## src/design/gslqr_pkg.sv

```systemverilog
// Shared constants, coefficient table and rounding helpers for the LQR block.
// No dependencies.
`default_nettype none
package gslqr_pkg;
	localparam int FRAC_BITS  = 16;
	localparam int GAIN_COUNT = 12;
	localparam int ROW_LEN    = 6;
	localparam int LATENCY    = 8;
	localparam logic [1:0] REG_OMIT_POSITION  = 2'd0;
	localparam logic [1:0] REG_HIP_SPLIT_ONLY = 2'd1;

	// Cubic coefficients, c3 c2 c1 c0 for each gain, signed Q16.16.
	function automatic logic signed [31:0] coef(input logic [5:0] idx);
		logic signed [31:0] c;
		case (idx)
			6'd0:  c = -32'sd12492892;
			6'd1:  c =  32'sd8066125;
			6'd2:  c = -32'sd2607153;
			6'd3:  c = -32'sd2392;
			6'd4:  c = -32'sd1129860;
			6'd5:  c =  32'sd550738;
			6'd6:  c = -32'sd290698;
			6'd7:  c = -32'sd1986;
			6'd8:  c = -32'sd8347904;
			6'd9:  c =  32'sd4892983;
			6'd10: c = -32'sd989554;
			6'd11: c = -32'sd42487;
			6'd12: c = -32'sd7526167;
			6'd13: c =  32'sd4363420;
			6'd14: c = -32'sd919817;
			6'd15: c = -32'sd53405;
			6'd16: c = -32'sd25740188;
			6'd17: c =  32'sd17901539;
			6'd18: c = -32'sd4591564;
			6'd19: c =  32'sd490911;
			6'd20: c = -32'sd1060923;
			6'd21: c =  32'sd769032;
			6'd22: c = -32'sd208778;
			6'd23: c =  32'sd27178;
			6'd24: c = -32'sd6882604;
			6'd25: c =  32'sd8144867;
			6'd26: c = -32'sd3093810;
			6'd27: c =  32'sd496225;
			6'd28: c = -32'sd2104348;
			6'd29: c =  32'sd1792049;
			6'd30: c = -32'sd557469;
			6'd31: c =  32'sd82484;
			6'd32: c = -32'sd25710382;
			6'd33: c =  32'sd17751959;
			6'd34: c = -32'sd4503300;
			6'd35: c =  32'sd463582;
			6'd36: c = -32'sd30447121;
			6'd37: c =  32'sd20519944;
			6'd38: c = -32'sd5067060;
			6'd39: c =  32'sd508468;
			6'd40: c =  32'sd93827891;
			6'd41: c = -32'sd55229750;
			6'd42: c =  32'sd11251201;
			6'd43: c =  32'sd322457;
			6'd44: c =  32'sd5192706;
			6'd45: c = -32'sd3114684;
			6'd46: c =  32'sd654259;
			6'd47: c =  32'sd4463;
			default: c = '0;
		endcase
		return c;
	endfunction

	// Shift right by the fraction width, rounding to nearest, ties upward.
	function automatic logic signed [33:0] round_poly(input logic signed [50:0] m);
		logic signed [50:0] t;
		t = m + 51'sd32768;
		return t[49:16];
	endfunction

	function automatic logic signed [48:0] round_term(input logic signed [64:0] p);
		logic signed [64:0] t;
		t = p + 65'sd32768;
		return t[64:16];
	endfunction
endpackage
`default_nettype wire

```

## src/design/gslqr_gain.sv

```systemverilog
// One gain lane: Horner evaluation of a cubic in leg length, one multiply per stage, then a saturating output stage.
// Depends on gslqr_pkg.
`default_nettype none
module gslqr_gain #(
	parameter int LANE = 0
) (
	input  wire logic               clk,
	input  wire logic [15:0]        len_s1,
	output logic signed [31:0]      gain_s5
);
	import gslqr_pkg::*;

	localparam logic signed [31:0] C3 = coef(6'(LANE * 4));
	localparam logic signed [31:0] C2 = coef(6'(LANE * 4 + 1));
	localparam logic signed [31:0] C1 = coef(6'(LANE * 4 + 2));
	localparam logic signed [31:0] C0 = coef(6'(LANE * 4 + 3));

	logic [15:0]        len_s2, len_s3;
	logic signed [50:0] m_s2, m_s3, m_s4;
	logic signed [33:0] acc2, acc3, acc4;

	always_comb begin
		acc2 = round_poly(m_s2) + 34'(C2);
		acc3 = round_poly(m_s3) + 34'(C1);
		acc4 = round_poly(m_s4) + 34'(C0);
	end

	always_ff @(posedge clk) begin
		len_s2 <= len_s1;
		len_s3 <= len_s2;
		m_s2   <= 51'(C3) * 51'(signed'({1'b0, len_s1}));
		m_s3   <= 51'(acc2) * 51'(signed'({1'b0, len_s2}));
		m_s4   <= 51'(acc3) * 51'(signed'({1'b0, len_s3}));
		if (acc4 > 34'sh07FFFFFFF) begin
			gain_s5 <= 32'sh7FFFFFFF;
		end else if (acc4 < -34'sh07FFFFFFF) begin
			gain_s5 <= -32'sh7FFFFFFF;
		end else begin
			gain_s5 <= acc4[31:0];
		end
	end
endmodule
`default_nettype wire

```

## config.mk

```make
export PLATFORM = sky130hd
export DESIGN_NAME = gslqr_gain
export DESIGN_NICKNAME = d
export VERILOG_FILES = /design/src/design/gslqr_pkg.sv /design/src/design/gslqr_gain.sv
export SDC_FILE = /design/constraint.sdc
export NUM_CORES = 2
export LEC_CHECK = 0
export ABC_AREA = 1
export BUFFER_PORTS_ARGS = -buffer_cell sky130_fd_sc_hd__clkbuf_2
export CAP_MARGIN = 20
export CORE_ASPECT_RATIO = 1.75
export CORE_MARGIN = 2
export CORE_UTILIZATION = 47
export CTS_CLUSTER_DIAMETER = 120
export DETAILED_ROUTE_END_ITERATION = 6
export PLACE_DENSITY_LB_ADDON = 0.25
export SETUP_SLACK_MARGIN = 0.3
export SYNTH_ARGS = -nofsm -noshare
export SYNTH_HDL_FRONTEND = slang
export SYNTH_SLANG_ARGS = --single-unit
```

## constraint.sdc

```tcl
create_clock -name clk -period 8.98 [get_ports clk]
set_clock_uncertainty 0.05 [all_clocks]
set_input_delay 0.449 -clock clk [delete_from_list [all_inputs] [get_ports clk]]
set_output_delay 0.449 -clock clk [all_outputs]
set_load 0.01 [all_outputs]
```

==> run summary <==
chip width = 258 microns
worst hold endpoint = len_s2[5]
Top-Level Pins = 49
dpl ws = -53.3 ps
slowest cell delay on critical path = 580 ps
nets@finish = 8430
vias post-DR = 44.3k
Buffers on Ports = 48
Core Area = 113000 sq um
Routed WL per cell = 20.8 microns
RD Place Congestion = 0.991
root buffer cell = clkbuf_16
CP max FO = 9
FP Rows = 163
post-layout minimum cycle time = 8350 ps
Finished Layout Cells = 8378
unrepaired setup endpoints after global routing = yes
Reg2Reg Setup Slack = 630 ps
Pre-Repair DR Iteration Count = 6
grt total ovfl = 0
startpoint types = flip-flop
worst-skew pair later-pin latency = 550 ps
Max Cap Viol = 0
Post-Syn Area = 53200 sq um
setup violators final = 0
Die Footprint = 116000 sq um
largest net degree at the start of global routing = 35
FILL cells = 11.0k
syn_area_per_cell = 7.86 sq um
count leader, synth = inv_1
area delta synth->final = 7.47%
vias per inst = 5.29
Final Worst Setup Slack = 634 ps
Starting Density = 47.3%
sequential-to-total area share from yosys stat = 6.06%
main flop type after synthesis = dfxtp_1
Final Hold Fails = 0
total wire length = 175000 microns
layout cells sized above 1 = 6.76%
antenna violations before repair = 1
Netlist cell types = 58
GRT Util Overall = 31.0%
CTS tree = built
worst hold slack = 142 ps
worst r2r path cells = 37
top cells by area, synth = fa_1 (44%), inv_1 (13%), ha_1 (8.6%), nand2_1 (8.0%), dfxtp_1 (6.1%)
number of synthesized flops with an enable pin = 0
synthesized flop and latch total = 161
hold path start = len_s1[5]
Synth top cells by count = inv_1 (1873), fa_1 (1166), nand2_1 (1129)
n_diodes = 0
Async SR Flop Fraction = 0%
worst path buffer plus inverter count = 8
Final Max Tran Viols = 0
Hold Path Cell Cnt = 1
H-tree depth = 4
CP Class = reg2reg
Req. time, crit path = 9410 ps
max_slew headroom = 24.4%
syn_nets = 8318
post-synth top area share = 43.9%
vias in the first global route = 49.9k
Crit path arrival time = 8770 ps
measured slew at the worst slew-check pin = 1130 ps
status = complete, no violations
clk buf depth = 2
DP Wirelength = 151000 microns
slowest CP cell = fa_1
fmax = 120 MHz
Reg-to-Reg End = m_s4[39]
first-pass GRT wire length = 269000 microns
Mapped Cells = 6769
most frequent CP cell = inv_1
Yosys warnings = 0
clock slew at reported path FFs = 70 ps
Setup crit end kind = flip-flop
type of the most critical hold path = in2reg
CP delay by family, top = adder cells
DR DRC count = 0
hold buffers post-CTS = 0
CTS Sinks = 161
Die Y-Extent = 449 microns
Initial DRC Count = 2261
worst r2r src = m_s3[15]
placed cells = 8334
CTS buffer count = 17
Antenna Violating Nets Remaining = 0
Tcrit/Tclk final = 92.9%
post-synth top area cell = fa_1
area by class of cell:
class                      instances  area, sq um  share of cell area, %
clock buffer                      18          439                  0.768
clock inverter                    13          124                  0.217
tap                             1485         1860                   3.25
timing repair buffer             251         1790                   3.14
multi-input combinational       4554        42600                   74.5
sequential                       161         3230                   5.65
inverter                        1896         7140                   12.5
worst register-to-register path: cells and delay by family (launching register included):
kind | cells | cell delay, ps
compound gates | 3 | 630
xor+xnor | 2 | 470
fa+ha+maj | 8 | 3700
buf+inv | 8 | 520
flops | 1 | 410
simple gates | 16 | 2500
cell families (layout without fill, tap and decap cells):
logic type	Yosys count	count (layout)	synth area share [%]
AOI/OAI and AO/OA	401	401	4.25
DFF	161	161	6.06
and+or+nand+nor	2411	2411	19.0
xor gates and xnor gates	210	210	3.59
buffers and inverters	2054	2178	14.6
adders and majority gates	1532	1532	52.5
metal layers:
layer  vias up  share of wire, %  track usage (%)
li1      20000                 -                -
met1     21900                28             25.8
met2      1638                55             60.8
met3       832               4.5             3.69
met5         -            0.0097                0
met4         2                12             30.1
sequential cells by signal (all words and copies together), names as in the netlist:
signal   cells
gain_s5     32
m_s3        35
m_s4        35
m_s2        27
len_s2      16
len_s3      16
through the flow:
step                area, sq um  util (%)  TNS [ps]
detailed placement        56100      49.8     -53.3
finish                    57200      50.8         0
global route              57200      50.8         0
CTS                       56700      50.3         0
floorplan                 53200         -         0
global placement          56100      49.8         0
how the worst max path moves through the flow:
stage / from / endpoint / slack, ps / depth (start not counted)
global route: m_s3[20] / m_s4[48] / 240 / 38
CTS: m_s2[15] / m_s3[48] / 280 / 40
finish: m_s3[15] / m_s4[39] / 630 / 37
detailed placement: m_s2[15] / m_s3[48] / -50 / 39
global placement: m_s3[15] / m_s4[35] / 8 / 33
floorplan: m_s3[15] / m_s4[48] / 1460 / 31
cells in the final DEF, fill, tap and decap left out, types with 7 or more instances in the layout:
master        n
inv_1      1869
fa_1       1162
nand2_1    1119
nor2_1      750
ha_1        362
nand3_1     304
buf_4       200
a21oi_1     169
dfxtp_1     157
xor2_1      120
o21ai_0     102
xnor2_1      75
clkbuf_2     48
nand4_1      47
a31oi_1      33
nor3_1       32
nor2_2       32
o21a_1       22
nand2_2      21
nor2_4       19
nor4_1       18
clkbuf_16    17
or2_2        14
nand3b_1     12
clkinv_1     11
o21bai_1     11
o21ai_1      10
xor2_2        9
inv_2         8
nand2_4       8
a21oi_2       8
nand3_2       7
timing repair:
action / 4_1_cts / 5_1_grt
setup endpoints to repair: 12 / 48
gates resized for setup: 12 / 101
buffers inserted: 0 / 13
pin swaps: 0 / 8
endpoints found under the hold margin: 0 / 0
Power is left out: the tool's default activity adds up to more than one toggle a clock period on the data nets, which glitch-free logic cannot reach.
